==> src/rtl/core/pso_pkg.sv <==
package pso_pkg;

  localparam int DEF_MAX_PARTICLES = 64;
  localparam int DEF_MAX_DIMS      = 64;
  localparam int DEF_GROUP_STRIDE  = 3;

  localparam logic [15:0]        RST_INERTIA   = 16'd6554;
  localparam logic [17:0]        RST_LOCAL     = 18'd131072;
  localparam logic [17:0]        RST_SOCIAL    = 18'd131072;
  localparam logic signed [31:0] RST_CLAMP_LO  = 32'sd13107;
  localparam logic signed [31:0] RST_CLAMP_HI  = 32'sd52429;
  localparam logic               RST_CLAMP_EN  = 1'b1;
  localparam logic [6:0]         RST_DIMS      = 7'd12;

  typedef enum logic [1:0] {
    CMD_LOAD = 2'd0,
    CMD_FIT  = 2'd1,
    CMD_UPD  = 2'd2,
    CMD_NONE = 2'd3
  } cmd_t;

  typedef enum logic [2:0] {
    REG_INERTIA   = 3'd0,
    REG_LOCAL     = 3'd1,
    REG_SOCIAL    = 3'd2,
    REG_CLAMP_LO  = 3'd3,
    REG_CLAMP_HI  = 3'd4,
    REG_CLAMP_EN  = 3'd5,
    REG_DIMS      = 3'd6,
    REG_UNUSED    = 3'd7
  } reg_t;

  typedef struct packed {
    cmd_t               cmd;
    logic               in_range;
    logic               clamp_slot;
    logic [5:0]         particle;
    logic [5:0]         dimension;
    logic signed [31:0] load_value;
    logic [31:0]        fitness;
    logic [15:0]        rand_inertia;
    logic [15:0]        rand_local;
    logic [15:0]        rand_social;
  } item_t;

  typedef struct packed {
    logic signed [31:0] new_position;
    logic signed [31:0] new_velocity;
    logic               became_global;
    logic               became_local;
    logic [5:0]         leader;
  } result_t;

  typedef struct packed {
    logic [15:0]        inertia_gain;
    logic [17:0]        local_gain;
    logic [17:0]        social_gain;
    logic signed [31:0] clamp_low;
    logic signed [31:0] clamp_high;
    logic               clamp_enable;
    logic [6:0]         dims_in_use;
  } cfg_t;

  function automatic logic signed [31:0] sat32(input logic signed [37:0] x);
    logic signed [31:0] r;
    if (x > 38'sd2147483647) r = 32'sh7fffffff;
    else if (x < -38'sd2147483648) r = 32'sh80000000;
    else r = x[31:0];
    return r;
  endfunction

endpackage

==> src/rtl/core/pso_rsp_queue.sv <==
module pso_rsp_queue (
  input  logic               clk,
  input  logic               rst_n,
  input  logic               rsp_push,
  output logic               rsp_full,
  input  pso_pkg::result_t   rsp_data,
  output logic               out_empty,
  input  logic               out_pop,
  output pso_pkg::result_t   out_data
);

  pso_pkg::result_t buf_r [2];
  logic             wptr_r, rptr_r;
  logic [1:0]       cnt_r, cnt_nxt;
  logic             wr, rd;

  assign rsp_full  = (cnt_r == 2'd2);
  assign out_empty = (cnt_r == 2'd0);
  assign wr        = rsp_push && !rsp_full;
  assign rd        = out_pop && !out_empty;
  assign out_data  = buf_r[rptr_r];

  always_comb begin
    cnt_nxt = cnt_r;
    if (wr && !rd) cnt_nxt = cnt_r + 2'd1;
    else if (!wr && rd) cnt_nxt = cnt_r - 2'd1;
  end

  always_ff @(posedge clk) begin
    if (!rst_n) begin
      cnt_r  <= 2'd0;
      wptr_r <= 1'b0;
      rptr_r <= 1'b0;
    end else begin
      cnt_r <= cnt_nxt;
      if (wr) wptr_r <= ~wptr_r;
      if (rd) rptr_r <= ~rptr_r;
    end
  end

  always_ff @(posedge clk) begin
    if (wr) buf_r[wptr_r] <= rsp_data;
  end

endmodule

==> config.mk <==
export PLATFORM = sky130hd
export DESIGN_NAME = pso_rsp_queue
export DESIGN_NICKNAME = d
export VERILOG_FILES = /design/src/rtl/core/pso_pkg.sv /design/src/rtl/core/pso_rsp_queue.sv
export SDC_FILE = /design/constraint.sdc
export NUM_CORES = 1
export LEC_CHECK = 0
export CAP_MARGIN = 15
export CORE_MARGIN = 4
export CORE_UTILIZATION = 30
export DETAILED_ROUTE_END_ITERATION = 8
export DONT_BUFFER_PORTS = 1
export SLEW_MARGIN = 5
export SYNTH_ARGS = -nofsm -noshare
export SYNTH_HDL_FRONTEND = slang
export SYNTH_SLANG_ARGS = --single-unit
==> constraint.sdc <==
create_clock -name clk -period 4.8 [get_ports clk]
set_clock_uncertainty 0.15 [all_clocks]
set_input_delay 0.96 -clock clk [delete_from_list [all_inputs] [get_ports clk]]
set_output_delay 0.96 -clock clk [all_outputs]
set_load 0.01 [all_outputs]
Word level (Yosys, flattened, before mapping)
Memory sizes are Yosys's and may differ from the RTL's. A register that Yosys moved wholly into a read port is not among the register bits.
Index checks and enable logic that the tools add are counted.
{ "op_classes": {"div": 0, "order_cmp": 0, "n_eq_ne": 1, "n_reduce_logical": 10, "shift": 0, "n_bitwise": 2, "multipliers": 0, "add_sub_neg": 2, "muxes": 6} }
{ "op_table": {"columns": ["cell", "n"], "rows": [
  ["logical AND 1 bit", 4],
  ["logical NOT 1 bit", 4],
  ["two-way mux 1 bit", 4],
  ["two-way mux 2 bit", 2],
  ["adder 2 x 1 -> 2 bit, second input constant", 1],
  ["== test 2 bit, second input constant", 1],
  ["logical NOT 2 bit", 1],
  ["inverter 1 bit", 2],
  ["nonzero test 2 bit", 1],
  ["subtractor 2 x 1 -> 2 bit, second input constant", 1]
]} }
{ "totals": {"ramBits": 144, "memories": 1, "out_inout_bits": 74, "register_bits": 4, "wordCells": 25, "latchBits": 0, "rom_bits": 0} }
{ "memory_table": {"columns": ["memory", "words", "width", "read_ports", "rd_ports_with_merged_regs", "wr", "line_no", "rtl"], "rows": [
  ["buf_r", 2, 72, 1, 1, 1, "pso_rsp_queue.sv:12", "pso_pkg::result_t buf_r [2];"]
]} }

Logic depth before layout (Yosys ltp)
Gate-level depths: netlist (run 1).
{ "depth": {"depth_word": 7, "ltp_mapped": 7, "depth_no_buf": 7} }

Worst setup path before layout (run 1)
OpenSTA, ideal clock, no wires.
{ "synth_path": {"kind": "input to register", "start": "in rsp_push", "end": "mem buf_r[0][0] (netlist bit), enable pin", "required_ns": 4.159, "arrival_time_ns": 3.851, "slack_ns": 0.308, "setup_time_ns": 0.491, "cell_stages": 2, "path_buffers": 0, "path_cell_list": "inv_1 -> nor3_2"} }
{ "synth_via": {"elab_chain_len": 3} }
{ "synth_rtl": {"columns": ["element", "line_no", "rtl"], "rows": [
  ["start: declaration", "pso_rsp_queue.sv:4", "input logic rsp_push,"],
  ["logical AND 1 bit", "pso_rsp_queue.sv:19", "assign wr = rsp_push && !rsp_full;"],
  ["two-way mux 1 bit", "pso_rsp_queue.sv:42", "if (wr) buf_r[wptr_r] <= rsp_data;"],
  ["two-way mux 1 bit (not written as such)", "pso_rsp_queue.sv:42", null],
  ["end: declaration", "pso_rsp_queue.sv:12", null]
]} }
Every way passes these cells.

==> metrics.txt, run 1 <==
vias in the first global route=~2,500; Final setup viols=0; largest net degree at the start of global routing=73; FF-to-FF Start=cnt_r[0]; status=completed; vias per cell=around 4.4; internal power=about 2.6 mW; Synth Instances=approximately 250; Setup Fix Bufs, Post-CTS=0; # resized after CTS=0; Top delay family on crit path=flip-flops; CTS tree=done; switching power=0.939 mW; gr usage total=0.0965; combinational share of power=0.163; Die X=about 140 um; Seq/Total Area, Yosys=0.811; Area Growth Syn to Fin=14.2%; Seq cells post-synth=149; clk slew on worst S/H paths=approximately 0.06 ns; share of cells above drive strength 1=0.364; Crit path required time=roughly 3.7 ns; Layout Nets=roughly 340; Switching Share=0.266; Core Box Area=0.0179 mm2; H-tree depth=4; Routed WL=9560 um; Yosys top cell area share=0.793; post-synthesis area per instance=21.9 um2; Hold Vio Cnt, Final=0; synth warn=0; drt pass-1 iters=4; first-pass GRT wire length=14,300 um; Root Driver=clkbuf_16; Filler Cells Inserted=around 1,700; RSZ-0062 raised after global routing=false; part of the power in registers=0.499; DRC=0; Placed Cells incl. Taps=472; final antenna-violating net count=0; CTS Sinks=approximately 150; wire per inst=between 15 and 20 um; largest area contributor in the netlist=edfxtp_1; Hold/Removal Path Class=reg2reg; number of synthesized flops with an enable pin=between 100 and 150; clock power share=0.338; ys flop type=edfxtp_1; Die Y=approximately 140 um; slowest CP cell=dfxtp_4; # port buffers=0; ant diodes=0; f_max=between 300 and 400 MHz; Worst slew margin=0.307; Slew @ Worst Pin=1.04 ns; Top-Level Pins=150; Buf/Inv on CP=0; HP Start=cnt_r[1]; crit path cell chain=mux2_2; Pwr Density=567 mW/mm2; DP HPWL=~6200 um; initial antenna violation count=0; initial cell density of the core=0.305; CP Class=reg2out; GRT overflow=0; worst hold margin=about 0.37 ns; Hold Buf Count CTS=0; worst skew pair latency=approximately 0.41 ns; leak pwr=between 1.5 and 2 nW; Area contributors post-synth=edfxtp_1 (79%), mux2_2 (13%), dfxtp_1 (1.8%); synthesized area=0.00545 mm2; slowest stage delay, CP=0.96 ns; Max VDD drop=approximately 0.22 mV; worst-path fanout max=slightly above 70; fin crit period=2.98 ns; asr flop ratio synth=0; Num CTS Buffers=17; most numerous cell in the Yosys netlist=edfxtp_1; type of origin of the critical path=flop; Max clock buf depth=2; Rows=a little under 50; via count=between 2,000 and 2,500; CP Capture Type=output pin; top post-synthesis cells by count=edfxtp_1 (144), mux2_2 (65), buf_6 (7), mux2_1 (7), dfxtp_1 (5); final worst path period share=0.622; Netlist cell types=22; die area=approximately 0.02 mm2; DRT iter0 DRCs=74; Slew Limit Fails=0; non-filler cells, final=just over 500; Mapped Nets=about 330; Max-Cap Viols=0; setup TNS=0 ns; CP arrival=~1.9 ns; gpl congestion=0.721
==> kinds of logic (layout without fill, tap and decap cells) <==
group           count (synthesis)  count (layout)  share of synthesized area
compound gates                  5               5                    0.00597
fa+ha+maj                       1               1                    0.00229
buf+inv                        10              36                     0.0167
flops                         149             149                      0.811
xor+xnor                        3               3                    0.00482
mux                            72              72                      0.149
simple gates                    9               9                     0.0101
==> worst paths after layout <==
| kind | to | slack, ns | cells past startpoint |
|---|---|---|---|
| worst max-delay path | out_data[56] | 1.82 | 1 |
| worst min-delay path | cnt_r[1] | 0.37 | 2 |
| worst max register to register | buf_r[1][15] | 2.72 | 2 |
| worst min register to register | cnt_r[1] | 0.37 | 2 |
==> metrics by stage <==
| step | area (um2) | util | worst slack [ns] | total power [mW] |
|---|---|---|---|---|
| CTS | 6230 | 0.348 | 1.73 | 3.61 |
| detailed placement | 5690 | 0.318 | 2.18 | 2.39 |
| floorplan | 5450 | - | 0.308 | 2.29 |
| global route | 6230 | 0.348 | 1.68 | 3.71 |
| finish | 6230 | 0.348 | 1.82 | 3.53 |
| global placement | 5690 | 0.318 | 2.20 | 2.38 |
==> routing by layer <==
layer,global-route usage,part of all wire,vias up
met5,0,0,-
met4,0.0390,0.015,0
met3,0.0599,0.11,12
met2,0.156,0.52,88
met1,0.102,0.36,1086
li1,-,-,1010
==> power by group through the flow <==
stage	registers (mW)	clock network (mW)	logic (mW)
3_5_place_dp	1.80	0	0.593
2_1_floorplan	1.71	0	0.586
6_report	1.76	1.19	0.574
3_3_place_gp	1.79	0	0.587
5_1_grt	1.79	1.30	0.621
4_1_cts	1.77	1.24	0.597
==> cell usage in the layout (no fill, tap or decap), types with 2 or more instances in the layout <==
cell	count
and2_1	3
dfxtp_1	4
edfxtp_1	144
clkinv_1	3
clkbuf_16	17
nor2_1	2
mux2_1	7
clkinvlp_4	6
buf_4	2
mux2_2	65
clkinv_2	4
xnor2_1	2
==> layout make-up <==
cell class	count	area, um2	area share
repair buffers	2	15.0	0.00241
inverters	2	7.51	0.00121
flip-flops and latches	149	4430	0.711
well taps	229	287	0.0460
multi-input cells	90	948	0.152
clock inverters	15	115	0.0185
clock buffers	17	425	0.0683
==> registers in the layout, summed over array words and instances, names as in the netlist, named ones only <==
register  cells
buf_r       144
cnt_r         2
wptr_r        1
rptr_r        1
==> worst register-to-register path, delay by kind of cell, from the launching register on <==
| kind | cells | cell delay (ns) |
|---|---|---|
| flip-flops | 1 | 0.41 |
| AND/OR/NAND/NOR | 2 | 1.07 |
Note: power is estimated with default switching activity, not from simulation.
==> inputs of run 2 (changes only) <==
clock period = 2.8 ns   (was 4.8 ns; I/O delays follow)
==> metrics.txt, run 2 (synthesized netlist as in run 1, its figures left out) <==
most frequent cells in the layout=edfxtp_1 (144), mux2_2 (65), clkbuf_16 (17); vias in the first global route=2,386 (-3.4%); largest net degree at the start of global routing=74 (+1.4%); switching power=1.61 mW (+71%); Die Y=143 um (unchanged); Hold Vio Cnt, Final=0 (unchanged); FF-to-FF Start=cnt_r[0]; commonest non-fill, non-tap cell in the layout=edfxtp_1; H-tree depth=4 (unchanged); CP Class=reg2out; initial antenna violation count=0 (unchanged); gr usage total=0.0965 (unchanged); fin crit period=around 2.4 ns; Filler Cells Inserted=1,676 (-1.2%); CTS Sinks=149 (unchanged); worst hold margin=0.0880 ns (-0.281 ns); initial cell density of the core=0.305 (unchanged); internal power=4.65 mW (+80%); leak pwr=2.02 nW (+2.3%); DP HPWL=6410 um (+3.4%); Max VDD drop=0.415 mV (+85%); Reg with most FFs=buf_r; slowest CP cell=dfxtp_4; slowest stage delay, CP=0.59 ns (-0.37 ns); CP Capture Type=output pin; vias per cell=4.44 (+2.0%); Routed WL=9830 um (+2.8%); Rows=49 (unchanged); Setup Fix Bufs, Post-CTS=0 (unchanged); # resized after CTS=0 (unchanged); Core Util, Final=0.353 (+0.00510); Layout Nets=341 (+0.59%); CP arrival=1.73 ns (-0.14 ns); clock power share=0.349 (+0.011); DRC=0 (unchanged); part of the power in registers=0.470 (-0.029); # port buffers=0 (unchanged); Regs by FF count=buf_r (144), cnt_r (2); crit path cell chain=buf_4 -> mux2_2; via count=2,239 (+2.0%); Worst slew margin=0.677 (+0.370); Switching Share=0.257 (-0.00931); CTS tree=done; DRT iter0 DRCs=79 (+6.8%); Area Growth Syn to Fin=15.9%; first-pass GRT wire length=14,000 um (-1.9%); final antenna-violating net count=0 (unchanged); status=completed; Slew Limit Fails=0 (unchanged); Slew @ Worst Pin=0.485 ns (-0.554 ns); Num CTS Buffers=17 (unchanged); Hold Buf Count CTS=0 (unchanged); wire per inst=19.5 um (+2.8%); clk slew on worst S/H paths=0.06 ns (about the same); Final setup viols=0 (unchanged); Pwr Density=991 mW/mm2 (+75%); Root Driver=clkbuf_16; Max clock buf depth=2 (unchanged); RSZ-0062 raised after global routing=false; combinational share of power=0.181 (+0.018); Crit path required time=2.09 ns (-1.60 ns); worst skew pair latency=0.41 ns (about the same); ant diodes=0 (unchanged); f_max=411 MHz; Core Box Area=0.0179 mm2 (unchanged); share of cells above drive strength 1=0.367 (+0.00364); Top-Level Pins=150 (unchanged); final worst path period share=0.870; die area=0.0204 mm2 (unchanged); Max-Cap Viols=0 (unchanged); type of origin of the critical path=flop; Die X=143 um (unchanged); Largest register FFs=144 (unchanged); HP Start=rsp_data[63]; GRT overflow=0 (unchanged); Hold/Removal Path Class=in2reg; worst-path fanout max=28 (-61%); drt pass-1 iters=4 (unchanged); gpl congestion=0.715 (-0.93%)
-- run 2: cell types whose count changed in the layout (fill, tap and decap cells not counted), sizes merged --
cell | before | now
bufinv | 1 | 3
clkinvlp | 6 | 2
inv | 3 | 2
buf | 2 | 4
clkbuf | 17 | 18
-- run 2: through the flow --
stage	setup WS [ns]	setup TNS [ns]	total power [mW]	std cells	area (um2)
after floorplan	-0.0880	-6.33	3.94	249	5470
after global placement	0.748	0	4.15	474	5750
after detailed placement	0.741	0	4.18	474	5750
after CTS	0.288	0	6.41	504	6320
after global routing	0.245	0	6.57	504	6320
final	0.364	0	6.26	504	6320
-- run 2: layout make-up --
class | instances | area, um2 | share of cell area
Timing Repair Buffer | 4 | 67.6 | 0.0107
Clock inverter | 12 | 139 | 0.0220
Multi-Input combinational cell | 90 | 956 | 0.151
Tap cell | 229 | 287 | 0.0454
Clock buffer | 18 | 429 | 0.0679
Sequential cell | 149 | 4430 | 0.701
Inverter | 2 | 10.0 | 0.00158
-- run 2: power by group through the flow --
stage	Clock (mW)	Sequential (mW)	Combinational, mW
floorplan	0	2.92	1.02
global placement	0	2.98	1.16
detailed placement	0	3.00	1.18
CTS	2.27	2.95	1.18
global route	2.35	2.98	1.23
finish	2.18	2.94	1.13
-- run 2: worst paths after layout --
check	to	slack (ns)	cells after the start
worst max register to register	buf_r[1][57]	0.94	3
worst min register to register	cnt_r[1]	0.41	2
worst max-delay path	out_data[11]	0.36	2
worst min-delay path	buf_r[0][63]	0.09	0
-- run 2: per-layer routing --
layer | vias to the layer above | GRT usage | wire [um]
met3 | 13 | 0.0700 | 1300
met2 | 105 | 0.150 | 4810
met1 | 1109 | 0.100 | 3580
li1 | 1012 | - | -
met5 | - | 0 | 0
met4 | 0 | 0.0390 | 139
-- run 2: critical path: cells and delay by family (launching register included) --
family	cells	cell delay, ns
flip-flops	1	0.59
buffers and inverters	1	0.31
multiplexers	1	0.40
==> inputs of run 3 (changes only) <==
CORE_UTILIZATION = 60   (was 30)
GPL_TIMING_DRIVEN = 0   (was default)
PLACE_DENSITY = 0.76   (was default)
==> metrics.txt, run 3 (synthesized netlist as in run 1, its figures left out) <==
worst skew pair latency=0.50 ns (+0.09 ns); first-pass GRT wire length=14,800 um (+5.6%); CP Class=reg2out; drt pass-1 iters=4 (unchanged); H-tree depth=4 (unchanged); Crit path required time=2.09 ns (about the same); wire per inst=21.1 um (+8.4%); Num CTS Buffers=17 (unchanged); Core Box Area=0.00876 mm2 (-51%); DRT iter0 DRCs=114 (+44%); Setup Fix Bufs, Post-CTS=0 (unchanged); CTS Sinks=149 (unchanged); CP arrival=1.69 ns (-0.04 ns); Final setup viols=0 (unchanged); worst hold margin=0.0305 ns (-0.0576 ns); Largest register FFs=144 (unchanged); via count=2,583 (+15%); final antenna-violating net count=0 (unchanged); Die X=103 um (-28%); gr usage total=0.190 (+0.0932); worst-path fanout max=10 (-64%); slowest CP cell=mux2_1; GRT overflow=0 (unchanged); # port buffers=0 (unchanged); CP Capture Type=output pin; initial cell density of the core=0.622 (+0.318); clk slew on worst S/H paths=0.06 ns (about the same); FF-to-FF Start=cnt_r[0]; Rows=34 (-31%); Die Y=103 um (-28%); leak pwr=2.40 nW (+19%); status=completed; f_max=417 MHz (+1.6%); Slew @ Worst Pin=0.634 ns (+0.149 ns); Regs by FF count=buf_r (144), cnt_r (2); RSZ-0062 raised after global routing=false; Max clock buf depth=2 (unchanged); share of cells above drive strength 1=0.317 (-0.0499); gpl congestion=0.701 (-2.0%); Buf/Inv on CP=2 (+1); total power=6.58 mW (+5.1%); Root Driver=clkbuf_8; slowest stage delay, CP=0.39 ns (-0.20 ns); Worst slew margin=0.576 (-0.101); final worst path period share=0.856 (-0.0141); Hold Vio Cnt, Final=0 (unchanged); vias per cell=5.57 (+25%); DP HPWL=6010 um (-6.3%); crit path cell chain=buf_2 -> buf_6 -> mux2_1; Top-Level Pins=150 (unchanged); DRC=0 (unchanged); Pwr Density=936 mW/mm2 (-5.6%); Slew Limit Fails=0 (unchanged); fin crit period=2.40 ns (-0.0395 ns); Hold/Removal Path Class=in2reg; Area Growth Syn to Fin=29.0%; Reg with most FFs=buf_r; setup TNS=0 ns (unchanged); most frequent cells in the layout=edfxtp_1 (144), dlygate4sd3_1 (72), mux2_2 (65); type of origin of the critical path=flop; die area=0.0107 mm2 (-48%); commonest non-fill, non-tap cell in the layout=edfxtp_1; HP Start=rst_n; initial antenna violation count=0 (unchanged); Routed WL=9810 um (-0.16%); Top delay family on crit path=buffers and inverters; Layout Nets=422 (+24%); CTS tree=done; Max-Cap Viols=0 (unchanged); vias in the first global route=2,860 (+20%); largest net degree at the start of global routing=38 (-49%); Max VDD drop=0.580 mV (+40%); ant diodes=0 (unchanged)
[run 3: changes by cell type in the layout (fill, tap and decap cells not counted), sizes merged]
cell         change
inv              +1
dlygate4sd3     +72
clkinvlp         -1
clkinv           -1
bufinv           +1
buf              +9
[run 3: stage by stage]
step	util	std cells	worst slack [ns]	instance area, um2
floorplan	-	249	-0.0880	5470
global placement	0.640	357	-0.943	5610
detailed placement	0.652	362	0.724	5720
CTS	0.803	464	0.357	7040
global route	0.803	464	0.289	7040
finish	0.803	464	0.404	7040
[run 3: repair_timing]
item / in CTS / in global routing
hold endpoints to repair: 144 / 0
hold buffers: 72 / 0
resized for setup: 0 / 0
[run 3: area by class of cell]
| cell class | count | area, um2 |
|---|---|---|
| tap | 108 | 135 |
| multi-input combinational | 90 | 956 |
| sequential | 149 | 4430 |
| clock buffer | 18 | 418 |
| clock inverter | 12 | 181 |
| buffer | 8 | 83.8 |
| inverter | 2 | 10.0 |
| timing repair buffer | 77 | 826 |
| fill | 427 | 1730 |
[run 3: where the power goes]
part / internal (mW) / switching (mW) / total, mW
registers: 2.80 / 0.0863 / 2.89
logic: 0.633 / 0.787 / 1.42
clock network: 1.44 / 0.834 / 2.28
total: 4.87 / 1.71 / 6.58
[run 3: worst paths after layout]
| kind | end | slack, ns | cells past startpoint |
|---|---|---|---|
| max | out_data[67] | 0.40 | 3 |
| min | flop | 0.03 | 1 |
| max reg2reg | buf_r[0][27] | 0.74 | 5 |
| min reg2reg | flop | 0.47 | 2 |
[run 3: per-layer routing]
layer	vias to the layer above	routed length (um)	global-route usage
li1	1177	-	-
met1	1284	3570	0.214
met2	110	5270	0.327
met3	12	879	0.0751
met4	0	101	0.0717
met5	-	0	0
